===== config.mk =====
export PLATFORM = sky130hd
export DESIGN_NAME = midpoint_circle_rasterizer
export DESIGN_NICKNAME = d
export VERILOG_FILES = /design/src/hdl/mcr_pkg.sv /design/src/hdl/midpoint_circle_rasterizer.sv /design/src/hdl/mcr_octant.sv
export VERILOG_INCLUDE_DIRS = /design/src /design/src/hdl
export SDC_FILE = /design/constraint.sdc
export NUM_CORES = 1
export LEC_CHECK = 0
export ABC_AREA = 1
export BUFFER_PORTS_ARGS = -buffer_cell sky130_fd_sc_hd__buf_2
export CORE_ASPECT_RATIO = 0.8
export CORE_MARGIN = 1
export CORE_UTILIZATION = 30
export CTS_CLUSTER_SIZE = 28
export DETAILED_ROUTE_END_ITERATION = 7
export GPL_ROUTABILITY_DRIVEN = 1
export GPL_TIMING_DRIVEN = 0
export SLEW_MARGIN = 20
export SYNTH_ARGS = -nofsm -noshare
export SYNTH_HDL_FRONTEND = slang
export SYNTH_SLANG_ARGS = --single-unit

===== constraint.sdc =====
create_clock -name clk -period 4.7 [get_ports clk]
set_input_delay 0.94 -clock clk [delete_from_list [all_inputs] [get_ports clk]]
set_output_delay 0.94 -clock clk [all_outputs]
set_load 0.02 [all_outputs]

===== src/hdl/assert_macros.svh =====
// Assertion macros shared by the rasterizer RTL.
`ifndef ASSERT_MACROS_SVH
`define ASSERT_MACROS_SVH
`ifndef ASSERT_OFF
`define ASSERT_IMPLIES(label, clk, rst_n, a, b) \
  label: assert property (@(posedge clk) disable iff (!rst_n) (a) |-> (b)) \
    else $error("assertion failed");
`define ASSERT_NEXT(label, clk, rst_n, a, b) \
  label: assert property (@(posedge clk) disable iff (!rst_n) (a) |=> (b)) \
    else $error("assertion failed");
`else
`define ASSERT_IMPLIES(label, clk, rst_n, a, b)
`define ASSERT_NEXT(label, clk, rst_n, a, b)
`endif
`endif


===== src/hdl/mcr_pkg.sv =====
// Types and constants of the midpoint circle rasterizer.
package mcr_pkg;

  localparam logic       ACT_START  = 1'b0;
  localparam logic       ACT_STEP   = 1'b1;
  localparam logic [7:0] MAX_RADIUS = 8'd255;
  localparam logic [2:0] LAST_PIXEL = 3'd7;

  typedef struct packed {
    logic        action;
    logic [7:0]  center_x;
    logic [8:0]  center_y;
    logic [7:0]  radius;
    logic [15:0] color;
    logic        fill;
  } in_item_t;

  typedef struct packed {
    logic [15:0] pixel_x;
    logic [15:0] pixel_y;
    logic [15:0] pixel_color;
    logic        last_of_step;
    logic        figure_done;
  } out_item_t;

  // Snapshot of one step: offsets and figure data for its eight pixels.
  typedef struct packed {
    logic [8:0]  off_x;
    logic [8:0]  off_y;
    logic [7:0]  center_x;
    logic [8:0]  center_y;
    logic [15:0] color;
    logic        figure_end;
  } job_t;

endpackage


===== src/hdl/midpoint_circle_rasterizer.sv =====
// Midpoint circle rasterizer top level: state update, step sequencer, output register.
//
//  channel  | handshake          | payload
//  ---------+--------------------+---------------------------------------------
//  in       | in_valid/in_stall  | in_item  (action, center, radius, color, fill)
//  out      | out_valid/out_stall| out_item (pixel x/y, color, step/figure flags)
//
// A start item or an idle step emits nothing.
// A busy step emits eight pixels, one per cycle while out_stall stays low.
// The next step is taken in the cycle its predecessor's eighth pixel is issued.
// Reset clears all control and circle state; out_stall freezes the output
// register and the pixel sequencer.
module midpoint_circle_rasterizer (
  input  logic               clk,
  input  logic               rst_n,
  input  logic               in_valid,
  output logic               in_stall,
  input  mcr_pkg::in_item_t  in_item,
  output logic               out_valid,
  input  logic               out_stall,
  output mcr_pkg::out_item_t out_item
);
  import mcr_pkg::*;
  `include "assert_macros.svh"

  // circle state
  logic        busy_r, busy_nxt;
  logic [8:0]  x_r, x_nxt, y_r, y_nxt;
  logic [11:0] dec_r, dec_nxt;
  logic [7:0]  rad_r, rad_nxt;
  logic [7:0]  cx_r, cx_nxt;
  logic [8:0]  cy_r, cy_nxt;
  logic [15:0] color_r, color_nxt;
  logic        fill_r, fill_nxt;

  // pixel sequencer
  logic        job_valid_r, job_valid_nxt;
  logic [2:0]  job_k_r, job_k_nxt;
  job_t        job_r, job_nxt;

  logic        out_valid_r, out_valid_nxt;
  out_item_t   out_item_r, out_item_nxt, pix;

  logic        out_load, emit, job_last, in_fire, step_fire;
  logic        dec_neg, y_under, circle_end, figure_end;
  logic [8:0]  nx, ny;
  logic [11:0] nd, x12, y12, diff12;
  logic [7:0]  rad_in, rad_m1;

  assign out_load  = !out_valid_r || !out_stall;
  assign emit      = job_valid_r && out_load;
  assign job_last  = (job_k_r == LAST_PIXEL);
  assign in_stall  = job_valid_r && !(emit && job_last);
  assign in_fire   = in_valid && !in_stall;
  assign step_fire = in_fire && (in_item.action == ACT_STEP) && busy_r;

  // midpoint decision update
  always_comb begin
    x12     = {3'b0, x_r};
    y12     = {3'b0, y_r};
    diff12  = x12 - y12;
    dec_neg = dec_r[11];
    nx      = x_r + 9'd1;
    if (dec_neg) begin
      nd = dec_r + {x12[9:0], 2'b00} + 12'd6;
      ny = y_r;
    end else begin
      nd = dec_r + {diff12[9:0], 2'b00} + 12'd10;
      ny = y_r - 9'd1;
    end
    y_under    = !dec_neg && (y_r == 9'd0);
    circle_end = y_under || (nx > ny);
    figure_end = circle_end && !(fill_r && (rad_r > 8'd1));
    rad_in     = (in_item.radius > MAX_RADIUS) ? MAX_RADIUS : in_item.radius;
    rad_m1     = rad_r - 8'd1;
  end

  always_comb begin
    busy_nxt  = busy_r;
    x_nxt     = x_r;
    y_nxt     = y_r;
    dec_nxt   = dec_r;
    rad_nxt   = rad_r;
    cx_nxt    = cx_r;
    cy_nxt    = cy_r;
    color_nxt = color_r;
    fill_nxt  = fill_r;
    if (in_fire && (in_item.action == ACT_START)) begin
      cx_nxt    = in_item.center_x;
      cy_nxt    = in_item.center_y;
      color_nxt = in_item.color;
      fill_nxt  = in_item.fill;
      rad_nxt   = rad_in;
      x_nxt     = 9'd0;
      y_nxt     = {1'b0, rad_in};
      dec_nxt   = 12'd3 - {3'b0, rad_in, 1'b0};
      busy_nxt  = !(in_item.fill && (rad_in == 8'd0));
    end else if (step_fire) begin
      if (figure_end) begin
        busy_nxt = 1'b0;
        x_nxt    = nx;
        y_nxt    = y_under ? 9'd0 : ny;
        dec_nxt  = nd;
      end else if (circle_end) begin
        // restart one pixel further in
        rad_nxt = rad_m1;
        x_nxt   = 9'd0;
        y_nxt   = {1'b0, rad_m1};
        dec_nxt = 12'd3 - {3'b0, rad_m1, 1'b0};
      end else begin
        x_nxt   = nx;
        y_nxt   = ny;
        dec_nxt = nd;
      end
    end
  end

  always_comb begin
    job_valid_nxt = job_valid_r;
    job_k_nxt     = job_k_r;
    job_nxt       = job_r;
    if (step_fire) begin
      job_valid_nxt      = 1'b1;
      job_k_nxt          = 3'd0;
      job_nxt.off_x      = x_r;
      job_nxt.off_y      = y_r;
      job_nxt.center_x   = cx_r;
      job_nxt.center_y   = cy_r;
      job_nxt.color      = color_r;
      job_nxt.figure_end = figure_end;
    end else if (emit) begin
      job_valid_nxt = !job_last;
      job_k_nxt     = job_k_r + 3'd1;
    end
  end

  mcr_octant u_octant (
    .job (job_r),
    .idx (job_k_r),
    .pix (pix)
  );

  always_comb begin
    out_valid_nxt = out_valid_r;
    out_item_nxt  = out_item_r;
    if (out_load) begin
      out_valid_nxt = emit;
      out_item_nxt  = pix;
    end
  end

  always_ff @(posedge clk) begin
    if (!rst_n) begin
      busy_r      <= 1'b0;
      x_r         <= 9'd0;
      y_r         <= 9'd0;
      dec_r       <= 12'd0;
      rad_r       <= 8'd0;
      cx_r        <= 8'd0;
      cy_r        <= 9'd0;
      color_r     <= 16'd0;
      fill_r      <= 1'b0;
      job_valid_r <= 1'b0;
      job_k_r     <= 3'd0;
      out_valid_r <= 1'b0;
    end else begin
      busy_r      <= busy_nxt;
      x_r         <= x_nxt;
      y_r         <= y_nxt;
      dec_r       <= dec_nxt;
      rad_r       <= rad_nxt;
      cx_r        <= cx_nxt;
      cy_r        <= cy_nxt;
      color_r     <= color_nxt;
      fill_r      <= fill_nxt;
      job_valid_r <= job_valid_nxt;
      job_k_r     <= job_k_nxt;
      out_valid_r <= out_valid_nxt;
    end
  end

  always_ff @(posedge clk) begin
    job_r      <= job_nxt;
    out_item_r <= out_item_nxt;
  end

  assign out_valid = out_valid_r;
  assign out_item  = out_item_r;

  `ASSERT_NEXT(a_job_continues, clk, rst_n, emit && !job_last && !step_fire, job_valid_r)
  `ASSERT_IMPLIES(a_done_on_last, clk, rst_n, out_valid_r && out_item_r.figure_done, out_item_r.last_of_step)
  `ASSERT_NEXT(a_idle_after_figure, clk, rst_n, step_fire && figure_end, !busy_r)
  `ASSERT_NEXT(a_last_pixel_ends_job, clk, rst_n, emit && job_last && !step_fire, !job_valid_r)

endmodule


===== src/hdl/mcr_octant.sv =====
// Octant mirror: forms one of the eight symmetric pixels of a step.
module mcr_octant (
  input  mcr_pkg::job_t     job,
  input  logic [2:0]        idx,
  output mcr_pkg::out_item_t pix
);
  import mcr_pkg::*;

  logic [15:0] ox, oy, dx, dy, cx, cy;

  always_comb begin
    ox = {7'b0, job.off_x};
    oy = {7'b0, job.off_y};
    cx = {8'b0, job.center_x};
    cy = {7'b0, job.center_y};
    // bit 2 swaps the axes, bit 1 negates the column, bit 0 the row
    dx = idx[2] ? oy : ox;
    dy = idx[2] ? ox : oy;
    pix.pixel_x      = idx[1] ? cx - dx : cx + dx;
    pix.pixel_y      = idx[0] ? cy - dy : cy + dy;
    pix.pixel_color  = job.color;
    pix.last_of_step = (idx == LAST_PIXEL);
    pix.figure_done  = (idx == LAST_PIXEL) && job.figure_end;
  end

endmodule

# [After elaboration in Yosys (flattened, before gate mapping)]
# Index checks and enable logic that the tools add are counted.
[totals] input_bits=47 ff_bits=180
[classes] eq_ne=2 reduce_logical=32 magnitude_cmp=3 add_sub_neg=15 n_mux=27 bitwise=2
[ops] operator="$mux 9" n=8
[ops] operator="$mux 12" n=5
[ops] operator="$mux 8" n=7
[ops] operator="$mux 16" n=2
[ops] operator="$sub 2x9->10 const A" n=2
[ops] operator="$add 8x16->16" n=1
[ops] operator="$add 9x16->16" n=1
[ops] operator="$sub 8x16->16" n=1
[ops] operator="$sub 9x16->16" n=1
[ops] operator="$add 12x11->12" n=1
[ops] operator="$add 12x12->12" n=1
[ops] operator="$add 12x3->12 const B" n=1
[ops] operator="$add 12x4->12 const B" n=1
[ops] operator="$logic_and 1x1->1" n=12
[ops] operator="$sub 9x9->10" n=1
[ops] operator="$add 9x1->9 const B" n=1
[ops] operator="$gt 9x9->1" n=1
[ops] operator="$logic_not 9->1" n=1
[ops] operator="$sub 9x1->9 const B" n=1
[ops] operator="$gt 8x1->1 const B" n=1
[ops] operator="$gt 8x8->1 const B" n=1
[ops] operator="$logic_not 1->1" n=8
[ops] operator="$logic_not 8->1" n=1
[ops] operator="$reduce_bool 2->1" n=4
[ops] operator="10 further kinds" n=17

# [Longest topological paths before layout]
# Gate-level depths: netlist (run 1).
[logic_depth] ltp_word=12 mapped_depth=25 depth_no_buf=23

# [Modules after synthesis]
# A second synthesis (run 1) with hierarchy kept.
[hier_totals] cells_unflattened=1367 hier_area_um2=11149.4
[by_module_without_submodules] module="midpoint_circle_rasterizer" cells_per_inst=924 instances=1 area_per_inst_um2=8689.6
[by_module_without_submodules] module="mcr_octant" cells_per_inst=443 instances=1 area_per_inst_um2=2459.9

# [Worst setup path before layout (run 1)]
# OpenSTA, ideal clock, no wires.
[synth_path] path_type="input -> register" start="in out_stall" end="reg job_r[0] (netlist bit) (enable)" setup_ns=0.436 n_path_buf=1 arrival_time_ns=4.487 stages=6 t_required_ns=4.264 path_slack_ns=-0.223 cell_sequence="nand2_1 a21oi_2 inv_1 nand4_2 inv_1 buf_1"
[synth_via] elab_chain_len=10
[synth_rtl] item="from (decl)" line_no="midpoint_circle_rasterizer.sv:20" text="input logic out_stall,"
[synth_rtl] item="$logic_not 1->1" line_no="midpoint_circle_rasterizer.sv:50" text="assign out_load = !out_valid_r || !out_stall;"
[synth_rtl] item="$logic_or 1x1->1" line_no="midpoint_circle_rasterizer.sv:50"
[synth_rtl] item="$logic_and 1x1->1" line_no="midpoint_circle_rasterizer.sv:51" text="assign emit = job_valid_r && out_load;"
[synth_rtl] item="$logic_and 1x1->1" line_no="midpoint_circle_rasterizer.sv:53" text="assign in_stall = job_valid_r && !(emit && job_last);"
[synth_rtl] item="$logic_not 1->1" line_no="midpoint_circle_rasterizer.sv:53"
[synth_rtl] item="$logic_and 1x1->1" line_no="midpoint_circle_rasterizer.sv:53"
[synth_rtl] item="via in_stall" line_no="midpoint_circle_rasterizer.sv:17" text="output logic in_stall,"
[synth_rtl] item="$logic_not 1->1" line_no="midpoint_circle_rasterizer.sv:54" text="assign in_fire = in_valid && !in_stall;"
[synth_rtl] item="$logic_and 1x1->1" line_no="midpoint_circle_rasterizer.sv:54"
[synth_rtl] item="$logic_and 1x1->1 (2 in series)" line_no="midpoint_circle_rasterizer.sv:55" text="assign step_fire = in_fire && (in_item.action == ACT_STEP) && busy_r;"
[synth_rtl] item="via step_fire" line_no="midpoint_circle_rasterizer.sv:44" text="logic out_load, emit, job_last, in_fire, step_fire;"
[synth_rtl] item="to (signal assigned)" line_no="midpoint_circle_rasterizer.sv:183" text="job_r <= job_nxt;"
[synth_rtl] item="to (decl)" line_no="midpoint_circle_rasterizer.sv:39" text="job_t job_r, job_nxt;"
# The timed path passes the listed nets, and every way through them passes these cells.
# A chain may end at the register's enable or synchronous reset.

# [Worst setup path in the final report (run 1)]
[layout_path] start="reg x_r[0]" end="reg dec_r[11]"
[layout_via] elab_chain_len=8
[layout_rtl] item="from (decl)" line_no="midpoint_circle_rasterizer.sv:28" text="logic [8:0] x_r, x_nxt, y_r, y_nxt;"
[layout_rtl] item="from (signal assigned)" line_no="midpoint_circle_rasterizer.sv:168" text="x_r <= x_nxt;"
[layout_rtl] item="$sub 9x9->10" line_no="midpoint_circle_rasterizer.sv:61" text="diff12 = x12 - y12;"
[layout_rtl] item="$add 12x12->12" line_no="midpoint_circle_rasterizer.sv:68" text="nd = dec_r + {diff12[9:0], 2'b00} + 12'd10;"
[layout_rtl] item="$add 12x4->12" line_no="midpoint_circle_rasterizer.sv:68"
[layout_rtl] item="$mux 12" line_no="midpoint_circle_rasterizer.sv:64" text="if (dec_neg) begin"
[layout_rtl] item="$mux 12" line_no="midpoint_circle_rasterizer.sv:104" text="end else if (circle_end) begin"
[layout_rtl] item="$mux 12 *" line_no="midpoint_circle_rasterizer.sv:99" text="if (figure_end) begin"
[layout_rtl] item="$mux 12 *" line_no="midpoint_circle_rasterizer.sv:98" text="end else if (step_fire) begin"
[layout_rtl] item="$mux 12 *" line_no="midpoint_circle_rasterizer.sv:88" text="if (in_fire && (in_item.action == ACT_START)) begin"
[layout_rtl] item="to (signal assigned)" line_no="midpoint_circle_rasterizer.sv:170" text="dec_r <= dec_nxt;"
[layout_rtl] item="to (decl)" line_no="midpoint_circle_rasterizer.sv:29" text="logic [11:0] dec_r, dec_nxt;"
# Every way passes the cells marked *; elsewhere a longest branch is shown, timed or not. The select of a mux whose other input is x is not followed.

==> results of run 1 <==
## flip-flops by register name, summed over array words and instances, names as in the netlist
register,cells
busy_r,1
color_r,16
cx_r,8
cy_r,9
dec_r,11
fill_r,1
job_k_r,3
job_r,52
job_valid_r,1
out_item,50
out_valid,1
rad_r,8
x_r,9
y_r,9
## cells by family (layout without fill, tap and decap cells)
family                   after synthesis  after routing
AO/OA/AOI/OAI                        268            268
XOR/XNOR                              51             51
adder cells (fa/ha/maj)              105            105
buffers and inverters                192            324
AND/OR/NAND/NOR                      411            411
flip-flops                           179            179
multiplexers                           3              3
## cell type report
| cell class | count | share of cell area (%) |
|---|---|---|
| Multi-Input combinational cell | 838 | 42.1 |
| Sequential cell | 179 | 37.6 |
| Inverter | 158 | 4.84 |
| Tap cell | 465 | 4.75 |
| Timing Repair Buffer | 100 | 4.45 |
| Clock buffer | 18 | 3.58 |
| Buffer | 34 | 1.39 |
| Clock inverter | 14 | 1.30 |
## worst max-delay path: stages (launching register included)
cell     delay [ns]
dfxtp_1        0.45
inv_1          0.18
ha_1           0.29
fa_1           0.42
o31ai_1        0.41
a21oi_1        0.12
o21ai_0        0.28
nand2_1        0.09
nand2_1        0.08
a21oi_1        0.07
xnor2_1        0.19
ha_1           0.27
ha_1           0.36
nand2_1        0.08
nor2_1         0.14
nand3_1        0.09
nand4_1        0.12
a21oi_1        0.07
o21ai_0        0.12
nand3_2        0.10
nand2_1        0.09
a21oi_1        0.07
## Yosys cell counts, types with 6 or more instances
library cell / count / share of area (%)
nor3_1: 11 / 0.52
nor2_1: 122 / 4.4
nor2_2: 6 / 0.36
nand2_1: 177 / 6.3
a21oi_1: 112 / 5.3
o31ai_1: 7 / 0.50
o21ai_0: 103 / 4.9
o211ai_1: 6 / 0.43
dfxtp_1: 77 / 15
nand4_1: 12 / 0.71
xor2_1: 39 / 3.2
clkbuf_1: 23 / 0.82
nand3_2: 6 / 0.57
nand3_1: 58 / 2.8
edfxtp_1: 102 / 29
inv_1: 150 / 5.4
o21bai_1: 12 / 0.86
fa_1: 7 / 1.3
xnor2_1: 12 / 1.0
ha_1: 98 / 12
## metal layers
| metal | wire length [um] | GRT usage (%) | vias to the layer above | part of all wire, % |
|---|---|---|---|---|
| met3 | 1500 | 3.20 | 26 | 5.4 |
| met5 | 0 | 0 | - | 0 |
| met2 | 12500 | 25.5 | 201 | 45 |
| met1 | 13500 | 21.5 | 4063 | 48 |
| li1 | - | - | 4314 | - |
| met4 | 533 | 4.76 | 0 | 1.9 |
## report_power, final
part           internal (uW)  total, uW  switching (uW)
logic                    393       1100             704
registers               1750       1810            63.9
clock network            775       1480             703
## worst paths after layout
path	from	to	slack [ns]
hold reg to reg	cy_r[3]	job_r[20]	0.42
setup / recovery	x_r[0]	dec_r[11]	0.46
hold / removal	cy_r[3]	job_r[20]	0.42
setup reg to reg	x_r[0]	dec_r[11]	0.46
## per-stage QoR
step	instance area, um^2	hold slack, ns
floorplan	10500	0.400
global placement	11600	0.402
detailed placement	11700	0.405
CTS	12300	0.423
global route	12300	0.431
finish	12300	0.420
==> load_flow_metrics.sql, run 1 <==
INSERT INTO impl_metrics (metric_group, metric, value, unit) VALUES
('sta', 'tightestPinTransition', '0.763', 'ns'),
('synthesis', 'syn_inst', '1209', ''),
('drt', 'via_per_inst', '4.76', ''),
('finish', 'antenna_cells', '0', ''),
('sta', 'fin_skew', '0.0267', 'ns'),
('die', 'coreArea', '34100', 'um^2'),
('grt', 'grt_first_pass_wirelength', '44000', 'um'),
('sta', 'fmax', '236', 'MHz'),
('clock_tree', 'cts.path.max_buffers', '2', ''),
('synthesis', 'ys_dominant_reg_cell', 'edfxtp_1', ''),
('die', 'die_width', '211', 'um'),
('finish', 'layout.cells.most_common', 'nand2_1', ''),
('finish', 'register_area', '4600', 'um^2'),
('critical_path', 'worst_setup_path_start_kind', 'flip-flop', ''),
('hold_path', 'hp-class', 'reg -> reg', ''),
('drt', 'detailroute.via_count', '8604', ''),
('die', 'die_height', '170', 'um'),
('hold_path', 'hold_depth', '0', ''),
('clock_tree', 'cts_root_buf', 'clkbuf_16', ''),
('grt', 'grt_usage', '15.9', '%'),
('critical_path', 'r2r_cells', '21', ''),
('clock_tree', 'hold_buffers', '0', ''),
('critical_path', 'cp_max_fo', '5', ''),
('finish', 'utilization', '36.0', '%'),
('status', 'outcome', 'completed', ''),
('synthesis', 'ys.warnings.count', '0', ''),
('die', 'start_util', '30.9', '%'),
('clock_tree', 'cts_post_setup_buffers_inserted', '0', ''),
('drt', 'dr.pass1.iters', '6', ''),
('die', 'die_area', '35800', 'um^2'),
('place', 'gpl.final_weighted_congestion', '0.906', ''),
('sta', 'setup-tns-final', '0', 'ns'),
('synthesis', 'post_synthesis_compound_gate_area_fraction', '14.2', '%'),
('finish', 'fillCellCount', '3565', ''),
('sta', 'post-route-min-period', '4.24', 'ns'),
('synthesis', 'seq_area_frac_synth', '43.8', '%'),
('sta', 'period_share', '90.3', '%'),
('sta', 'rsz0062_at_grt', 'false', ''),
('synthesis', 'number_of_storage_elements_in_the_synthesis_netlist', '179', ''),
('synthesis', 'synth_top_family_by_area', 'simple AND/OR/NAND/NOR gates', ''),
('power_and_ir_drop', 'total_leakage_power', '0.00560', 'uW'),
('grt', 'grt_antenna_before_repair', '0', ''),
('place', 'place_hpwl', '21600', 'um'),
('clock_tree', 'clock_insertion_delay_worst_skew', '0.45', 'ns'),
('synthesis', 'synthXorXnorAreaFrac', '4.24', '%'),
('critical_path', 'worstPathRequired', '4.99', 'ns'),
('clock_tree', 'tritoncts', 'done', ''),
('flow_run', 'max_capacitance_violation_total', '0', ''),
('finish', 'layout.cells.non_filler', '1806', ''),
('place', 'preCtsSetupSlack', '0.558', 'ns'),
('finish', 'multiInputGateArea', '5170', 'um^2'),
('synthesis', 'number_of_distinct_standard_cells_referenced_by_the_synthesized_netlist', '49', ''),
('synthesis', 'post_synth_instance_area', '10500', 'um^2'),
('power_and_ir_drop', 'totalPowerFinal', '4390', 'uW'),
('grt', 'pin_count_of_the_biggest_net_entering_global_routing', '51', ''),
('critical_path', 'worst-endpoint-arrival', '4.53', 'ns'),
('critical_path', 'crit_path_end_kind', 'flip-flop', ''),
('sta', 'drv_slew', '0', ''),
('die', 'rows', '60', ''),
('grt', 'grt_overflow', '0', ''),
('synthesis', 'synth_adder_area_share', '13.0', '%'),
('sta', 'timing.final.ws_setup', '0.457', 'ns'),
('grt', 'via_count_of_the_first_global_routing_pass', '8167', ''),
('drt', 'postRouteWirelength', '27900', 'um'),
('power_and_ir_drop', 'vdd_drop_max', '260', 'uV'),
('synthesis', 'postSynthAreaPerCell', '8.70', 'um^2'),
('clock_tree', 'cts_htree_levels', '4', ''),
('sta', 'report.final.hold_viol_count', '0', ''),
('sta', 'timing.max_slew.rel_slack', '49.1', '%'),
('clock_tree', 'numClockSinks', '179', ''),
('synthesis', 'postSynth.asyncResetShare', '0', '%');
Note: power is estimated with default switching activity, not from simulation.
==> run 2: changes to the inputs <==
CORE_MARGIN = not set   (was 1)
PLACE_DENSITY = 0.55   (was not set)
TNS_END_PERCENT = 30   (was not set)
==> run 2 against run 1 <==
Clock-buffer cell count unchanged. Critical path depth unchanged. Routed wire length down 3.6%. Clock skew down 0.014 ns. Critical endpoint unchanged. Largest power group unchanged. Highest routed layer unchanged.
==> load_flow_metrics.sql, run 2 (synthesis results as in run 1) <==
INSERT INTO impl_metrics (metric_group, metric, value, unit) VALUES
('sta', 'drv_slew', '0', ''),
('clock_tree', 'hold_buffers', '0', ''),
('clock_tree', 'cts_htree_levels', '4', ''),
('grt', 'grt_first_pass_wirelength', '42800', 'um'),
('place', 'place_hpwl', '21000', 'um'),
('power_and_ir_drop', 'vdd_drop_max', '165', 'uV'),
('critical_path', 'worst_setup_path_start_kind', 'flip-flop', ''),
('sta', 'rsz0062_at_grt', 'false', ''),
('power_and_ir_drop', 'seqPwrFrac', '41.5', '%'),
('critical_path', 'critical_path.reg2reg.endpoint', 'dec_r[11]', ''),
('clock_tree', 'cts_root_buf', 'clkbuf_16', ''),
('finish', 'largest_register_ffs', '52', ''),
('drt', 'detailroute.via_count', '8522', ''),
('hold_path', 'worst_hold_end', 'out_item[13]', ''),
('die', 'start_util', '30.9', '%'),
('drt', 'ant_nets', '0', ''),
('clock_tree', 'cts.path.max_buffers', '2', ''),
('grt', 'via_count_of_the_first_global_routing_pass', '8186', ''),
('drt', 'postRouteWirelength', '26900', 'um'),
('finish', 'final_layout_size_suffix_gt1_share', '13.6', '%'),
('hold_path', 'min_delay_src', 'job_r[12]', ''),
('clock_tree', 'cts_post_setup_buffers_inserted', '0', ''),
('sta', 'timing.max_slew.rel_slack', '48.6', '%'),
('sta', 'tightestPinTransition', '0.771', 'ns'),
('clock_tree', 'cts_made_buffers', '17', ''),
('critical_path', 'r2r_cells', '21', ''),
('finish', 'registers.top_by_ff_count', 'job_r', ''),
('die', 'io_pins', '99', ''),
('finish', 'multiInputGateArea', '5170', 'um^2'),
('clock_tree', 'clock_insertion_delay_worst_skew', '0.44', 'ns'),
('drt', 'via_per_inst', '4.72', ''),
('sta', 'report.final.hold_viol_count', '0', ''),
('die', 'coreArea', '34100', 'um^2'),
('clock_tree', 'total_of_cells_resized_after_clock_tree_synthesis', '0', ''),
('critical_path', 'worst-endpoint-arrival', '4.48', 'ns'),
('power_and_ir_drop', 'p_comb_share', '25.2', '%'),
('drt', 'routed_wire_length_per_instance', '14.9', 'um'),
('die', 'rows', '60', ''),
('die', 'die_height', '170', 'um'),
('sta', 'timing.hold.ws', '0.413', 'ns'),
('finish', 'antenna_cells', '0', ''),
('critical_path', 'reg2reg_setup_slack', '0.50', 'ns'),
('finish', 'register_area', '4600', 'um^2'),
('status', 'outcome', 'completed', ''),
('critical_path', 'r2r-start', 'x_r[0]', ''),
('flow_run', 'max_capacitance_violation_total', '0', ''),
('sta', 'fmax', '238', 'MHz'),
('power_and_ir_drop', 'power_report.internal_total', '2940', 'uW'),
('finish', 'finalNetCount', '1480', ''),
('finish', 'layout-area-overhead-vs-synth', '16.3', '%'),
('critical_path', 'criticalPathCategory', 'reg -> reg', ''),
('die', 'die_area', '35800', 'um^2'),
('power_and_ir_drop', 'share_clk_of_total_power', '33.2', '%'),
('grt', 'grt_overflow', '0', ''),
('critical_path', 'cp_max_fo', '5', ''),
('power_and_ir_drop', 'pwr_density_cell', '356', 'nW/um^2'),
('finish', 'layout.cells.most_common', 'nand2_1', ''),
('power_and_ir_drop', 'total_leakage_power', '0.00559', 'uW'),
('place', 'port-buffer-count', '98', ''),
('power_and_ir_drop', 'power.switching_fraction', '32.6', '%'),
('drt', 'dr.pass1.iters', '5', ''),
('hold_path', 'hp-class', 'reg -> reg', ''),
('grt', 'grt_antenna_before_repair', '0', ''),
('sta', 'period_share', '89.3', '%'),
('clock_tree', 'clkSlewWorstSetupHoldPaths', '0.07', 'ns'),
('sta', 'setup-tns-final', '0', 'ns'),
('critical_path', 'worstPathRequired', '4.99', 'ns'),
('sta', 'finalSetupViolCount', '0', ''),
('grt', 'pin_count_of_the_biggest_net_entering_global_routing', '56', ''),
('hold_path', 'hold_depth', '0', ''),
('die', 'die_width', '211', 'um'),
('drt', 'remaining_design_rule_violation_count', '0', ''),
('critical_path', 'crit_path_end_kind', 'flip-flop', ''),
('finish', 'mostFrequentLayoutCells', 'nand2_1, inv_1, nor2_1', ''),
('place', 'gpl.final_weighted_congestion', '0.900', ''),
('sta', 'post-route-min-period', '4.20', 'ns'),
('drt', 'detail_route.iter0.violations', '535', ''),
('finish', 'fillCellCount', '3544', ''),
('power_and_ir_drop', 'switching_power', '1420', 'uW'),
('clock_tree', 'tritoncts', 'done', ''),
('grt', 'grt_usage', '15.5', '%'),
('clock_tree', 'numClockSinks', '179', ''),
('sta', 'fin_skew', '0.0124', 'ns');
-- run 2: cell type report --
cell class	count	share of cell area, %
multi-input cells	838	42.2
flip-flops and latches	179	37.6
inverters	158	4.85
well taps	465	4.76
repair buffers	100	4.40
clock buffers	18	3.51
plain buffers	34	1.39
clock inverters	14	1.23
-- run 2: worst max path at each step --
| stage | start | cells after the start | end |
|---|---|---|---|
| 2_1_floorplan | out_stall | 6 | job_r[0] |
| 3_3_place_gp | out_stall | 9 | x_r[5] |
| 3_5_place_dp | x_r[0] | 17 | dec_r[10] |
| 4_1_cts | x_r[0] | 21 | dec_r[11] |
| 5_1_grt | x_r[0] | 17 | dec_r[10] |
| 6_report | x_r[0] | 21 | dec_r[11] |
-- run 2: critical path, stage by stage, from the launching register on --
cell	delay, ns
dfxtp_1	0.45
inv_1	0.19
ha_1	0.28
fa_1	0.42
o31ai_1	0.39
a21oi_1	0.12
o21ai_0	0.27
nand2_1	0.10
nand2_1	0.07
a21oi_1	0.07
xnor2_1	0.19
ha_1	0.29
ha_1	0.37
nand2_1	0.07
nor2_1	0.12
nand3_1	0.09
nand4_1	0.15
a21oi_1	0.08
o21ai_0	0.12
nand3_2	0.08
nand2_1	0.07
a21oi_1	0.06
-- run 2: power by group through the flow --
| stage | combinational [uW] | sequential [uW] | clock (uW) |
|---|---|---|---|
| 6_report | 1100 | 1810 | 1450 |
| 5_1_grt | 1240 | 1820 | 1540 |
| 4_1_cts | 1090 | 1810 | 1480 |
| 3_5_place_dp | 1080 | 1840 | 0 |
| 3_3_place_gp | 1070 | 1840 | 0 |
| 2_1_floorplan | 763 | 1860 | 0 |
-- run 2: metal layers --
layer	part of all wire, %	vias up	global-route usage [%]
li1	-	4320	-
met1	50	3943	21.6
met2	42	218	23.2
met3	5.7	41	3.44
met4	2.4	0	5.58
met5	0	-	0
-- run 2: metrics by stage --
stage | area, um^2 | utilization [%] | setup WS (ns) | total power [uW] | std cells
final | 12200 | 35.9 | 0.503 | 4350 | 1806
after global routing | 12200 | 35.9 | 0.211 | 4600 | 1806
after CTS | 12200 | 35.9 | 0.566 | 4380 | 1806
after detailed placement | 11700 | 34.2 | 0.575 | 2930 | 1774
after global placement | 11600 | 34.0 | -0.773 | 2910 | 1772
after floorplan | 10500 | - | 0.528 | 2630 | 1209
==> run 3: changes to the inputs <==
PLACE_DENSITY = 0.54   (was 0.55)
SYNTH_HIERARCHICAL = 1   (was not set)
==> run 3 against run 2 <==
Register-to-register slack better by 0.07 ns. Sequential cell count did not move. Sequential power about the same. First-iteration DRC count up 31%. Clock-buffer cell count unchanged. Global-route usage rose by 0.44 points. Critical endpoint unchanged. Largest cell class unchanged.
==> load_flow_metrics.sql, run 3 <==
INSERT INTO impl_metrics (metric_group, metric, value, unit) VALUES
('synthesis', 'post_synth_instance_area', '11100', 'um^2'),
('hold_path', 'hp-class', 'reg -> reg', ''),
('die', 'die_width', '218', 'um'),
('sta', 'timing.final.ws_setup', '0.572', 'ns'),
('clock_tree', 'cts_post_setup_buffers_inserted', '0', ''),
('critical_path', 'critical_path_buffer_and_inverter_count', '2', ''),
('die', 'rows', '62', ''),
('power_and_ir_drop', 'pwr_density_cell', '336', 'nW/um^2'),
('critical_path', 'crit_path_max_incr_delay', '0.44', 'ns'),
('finish', 'layout-area-overhead-vs-synth', '15.8', '%'),
('clock_tree', 'cts_root_buf', 'clkbuf_16', ''),
('finish', 'multiInputGateArea', '5470', 'um^2'),
('clock_tree', 'cts_made_buffers', '17', ''),
('power_and_ir_drop', 'share_clk_of_total_power', '34.6', '%'),
('sta', 'report.final.hold_viol_count', '0', ''),
('power_and_ir_drop', 'power.switching_fraction', '31.3', '%'),
('finish', 'layout.cells.most_common', 'nand2_1', ''),
('clock_tree', 'numClockSinks', '179', ''),
('drt', 'ant_nets', '0', ''),
('critical_path', 'criticalPathCategory', 'reg -> reg', ''),
('synthesis', 'yosys.cell_count.top_type', 'nand2_1', ''),
('drt', 'via_per_inst', '4.72', ''),
('critical_path', 'crit_chain', 'inv_1 -> ha_1 -> fa_1 -> o21ai_0 -> a21oi_1 -> o21ai_0 -> nand2_1 -> nand2_1 -> a21oi_1 -> xnor2_1 -> ha_1 -> ha_1 -> nand2_1 -> nor2_1 -> nand3_1 -> nand4_1 -> nand3b_1 -> nand3_1 -> nand2_1 -> nand3_1 -> nand3_1 -> nand2_1 -> inv_1', ''),
('drt', 'detail_route.iter0.violations', '702', ''),
('finish', 'register_area', '4600', 'um^2'),
('sta', 'fmax', '242', 'MHz'),
('clock_tree', 'clkSlewWorstSetupHoldPaths', '0.07', 'ns'),
('critical_path', 'worst_path_most_repeated_cell', 'nand2_1', ''),
('die', 'io_pins', '99', ''),
('drt', 'detailroute.via_count', '9340', ''),
('place', 'place_hpwl', '23300', 'um'),
('drt', 'postRouteWirelength', '29600', 'um'),
('synthesis', 'ys_dominant_reg_cell', 'edfxtp_1', ''),
('sta', 'period_share', '87.8', '%'),
('clock_tree', 'hold_buffers', '0', ''),
('synthesis', 'seq_area_frac_synth', '41.3', '%'),
('finish', 'mostFrequentLayoutCells', 'nand2_1, inv_1, nor2_1', ''),
('flow_run', 'max_capacitance_violation_total', '0', ''),
('synthesis', 'synthTopCellsByCount', 'nand2_1, inv_1, nor2_1, nand3_1, edfxtp_1', ''),
('synthesis', 'postSynthAreaPerCell', '8.16', 'um^2'),
('power_and_ir_drop', 'total_leakage_power', '0.00607', 'uW'),
('drt', 'dr.pass1.iters', '6', ''),
('synthesis', 'number_of_storage_elements_in_the_synthesis_netlist', '179', ''),
('drt', 'remaining_design_rule_violation_count', '0', ''),
('synthesis', 'number_of_flops_mapped_to_enable_cells_by_yosys', '102', ''),
('grt', 'grt_antenna_before_repair', '1', ''),
('grt', 'grt_overflow', '0', ''),
('power_and_ir_drop', 'vdd_drop_max', '213', 'uV'),
('finish', 'registers.top_by_ff_count', 'job_r', ''),
('synthesis', 'synth_largest_area_cell', 'edfxtp_1', ''),
('synthesis', 'mappedNetlistNets', '1521', ''),
('synthesis', 'syn_inst', '1367', ''),
('sta', 'finalSetupViolCount', '0', ''),
('power_and_ir_drop', 'power_report.internal_total', '2980', 'uW'),
('finish', 'largest_register_ffs', '52', ''),
('critical_path', 'worstPathRequired', '5.05', 'ns'),
('critical_path', 'critical_path.top_delay_family', 'adder cells', ''),
('finish', 'fillCellCount', '3815', ''),
('finish', 'finalNetCount', '1640', ''),
('synthesis', 'synth.top_cells.by_area', 'edfxtp_1, dfxtp_1, ha_1', ''),
('clock_tree', 'cts_htree_levels', '4', ''),
('die', 'die_height', '174', 'um'),
('finish', 'final_layout_size_suffix_gt1_share', '15.1', '%'),
('sta', 'post-route-min-period', '4.13', 'ns'),
('place', 'port-buffer-count', '98', ''),
('die', 'die_area', '37900', 'um^2'),
('grt', 'grt_usage', '15.9', '%'),
('synthesis', 'postSynth.asyncResetShare', '0', '%'),
('die', 'coreArea', '36200', 'um^2'),
('grt', 'via_count_of_the_first_global_routing_pass', '8750', ''),
('hold_path', 'min_delay_src', 'color_r[14]', ''),
('sta', 'tightestPinTransition', '0.866', 'ns'),
('grt', 'grt_first_pass_wirelength', '46600', 'um'),
('synthesis', 'number_of_distinct_standard_cells_referenced_by_the_synthesized_netlist', '43', ''),
('synthesis', 'yosys.area.top_type_share', '27.5', '%'),
('drt', 'routed_wire_length_per_instance', '14.9', 'um'),
('status', 'outcome', 'completed', ''),
('power_and_ir_drop', 'switching_power', '1360', 'uW'),
('critical_path', 'worst-endpoint-arrival', '4.48', 'ns'),
('grt', 'pin_count_of_the_biggest_net_entering_global_routing', '54', ''),
('critical_path', 'cp_startpoint', 'x_r[0]', ''),
('critical_path', 'crit_path_end_kind', 'flip-flop', ''),
('power_and_ir_drop', 'p_comb_share', '23.7', '%'),
('synthesis', 'ys.warnings.count', '6', ''),
('sta', 'fin_skew', '0.0124', 'ns'),
('place', 'gpl.final_weighted_congestion', '0.900', ''),
('sta', 'rsz0062_at_grt', 'false', ''),
('power_and_ir_drop', 'seqPwrFrac', '41.6', '%'),
('critical_path', 'r2r-start', 'x_r[0]', ''),
('sta', 'drv_slew', '0', ''),
('die', 'start_util', '30.8', '%'),
('clock_tree', 'clock_insertion_delay_worst_skew', '0.45', 'ns'),
('sta', 'timing.max_slew.rel_slack', '41.7', '%'),
('critical_path', 'worst_setup_path_start_kind', 'flip-flop', ''),
('clock_tree', 'tritoncts', 'done', ''),
('sta', 'timing.hold.ws', '0.421', 'ns'),
('critical_path', 'critical_path.slowest_cell', 'dfxtp_1', ''),
('clock_tree', 'cts.path.max_buffers', '2', ''),
('place', 'preCtsSetupSlack', '0.577', 'ns'),
('critical_path', 'cp_max_fo', '5', '');
## run 3: changes by cell type after synthesis, moves of 12 or more
cell	change
nand3_1	+45
nand2_1	+87
xor2_1	-12
nand4_1	+13
buf_4	+32
inv_1	+13
a21oi_1	-25
nor2_1	+17
or2_2	+14
## run 3: power groups by stage
stage	registers [uW]	clock network, uW	logic (uW)
final	1810	1500	1030
after global routing	1820	1600	1170
after CTS	1810	1550	1030
after detailed placement	1840	0	1020
after global placement	1840	0	1010
after floorplan	1860	0	707
## run 3: repair_timing
item                       4_1_cts  5_1_grt
setup endpoints to repair        0        1
hold endpoints to repair         0        0
gates resized for setup          0        1
## run 3: routing by layer
layer  part of all wire [%]  vias up  wire (um)  global-route usage [%]
li1                       -     4754          -                       -
met1                     51     4294      15100                    23.4
met2                     41      257      12300                    22.9
met3                    6.0       35       1770                    3.34
met4                    1.6        0        487                    4.93
met5                      0        -          0                       0
## run 3: worst paths after layout
check	endpoint	slack, ns	cells past startpoint
setup / recovery	dec_r[11]	0.57	23
hold / removal	job_r[15]	0.42	0
setup reg to reg	dec_r[11]	0.57	23
hold reg to reg	job_r[15]	0.42	0
## run 3: kinds of logic (layout without fill, tap and decap cells)
kind of cell	count (synthesis)	count (layout)	share of synthesized area, %
simple gates	585	585	22.9
buf+inv	239	371	9.68
compound gates	217	217	10.5
flops	179	179	41.3
fa+ha+maj	107	107	12.5
xor+xnor	40	40	3.14
other cells	0	1	0
## run 3: metrics by stage
| step | area (um^2) | instances | total power, uW | TNS, ns | utilization (%) |
|---|---|---|---|---|---|
| after global routing | 12900 | 1979 | 4590 | 0 | 35.6 |
| after CTS | 12900 | 1979 | 4380 | 0 | 35.6 |
| after floorplan | 11100 | 1367 | 2570 | 0 | - |
| after global placement | 12200 | 1945 | 2850 | -53.90 | 33.8 |
| final | 12900 | 1980 | 4340 | 0 | 35.7 |
| after detailed placement | 12300 | 1947 | 2860 | 0 | 33.9 |
## run 3: final cells by class
cell class | count | share of cell area, %
multi-input cells | 949 | 42.4
flip-flops and latches | 179 | 35.6
clock buffers | 18 | 3.40
plain buffers | 69 | 3.44
repair buffers | 100 | 4.17
well taps | 480 | 4.65
diodes | 1 | 0.0194
inverters | 170 | 4.94
clock inverters | 14 | 1.37
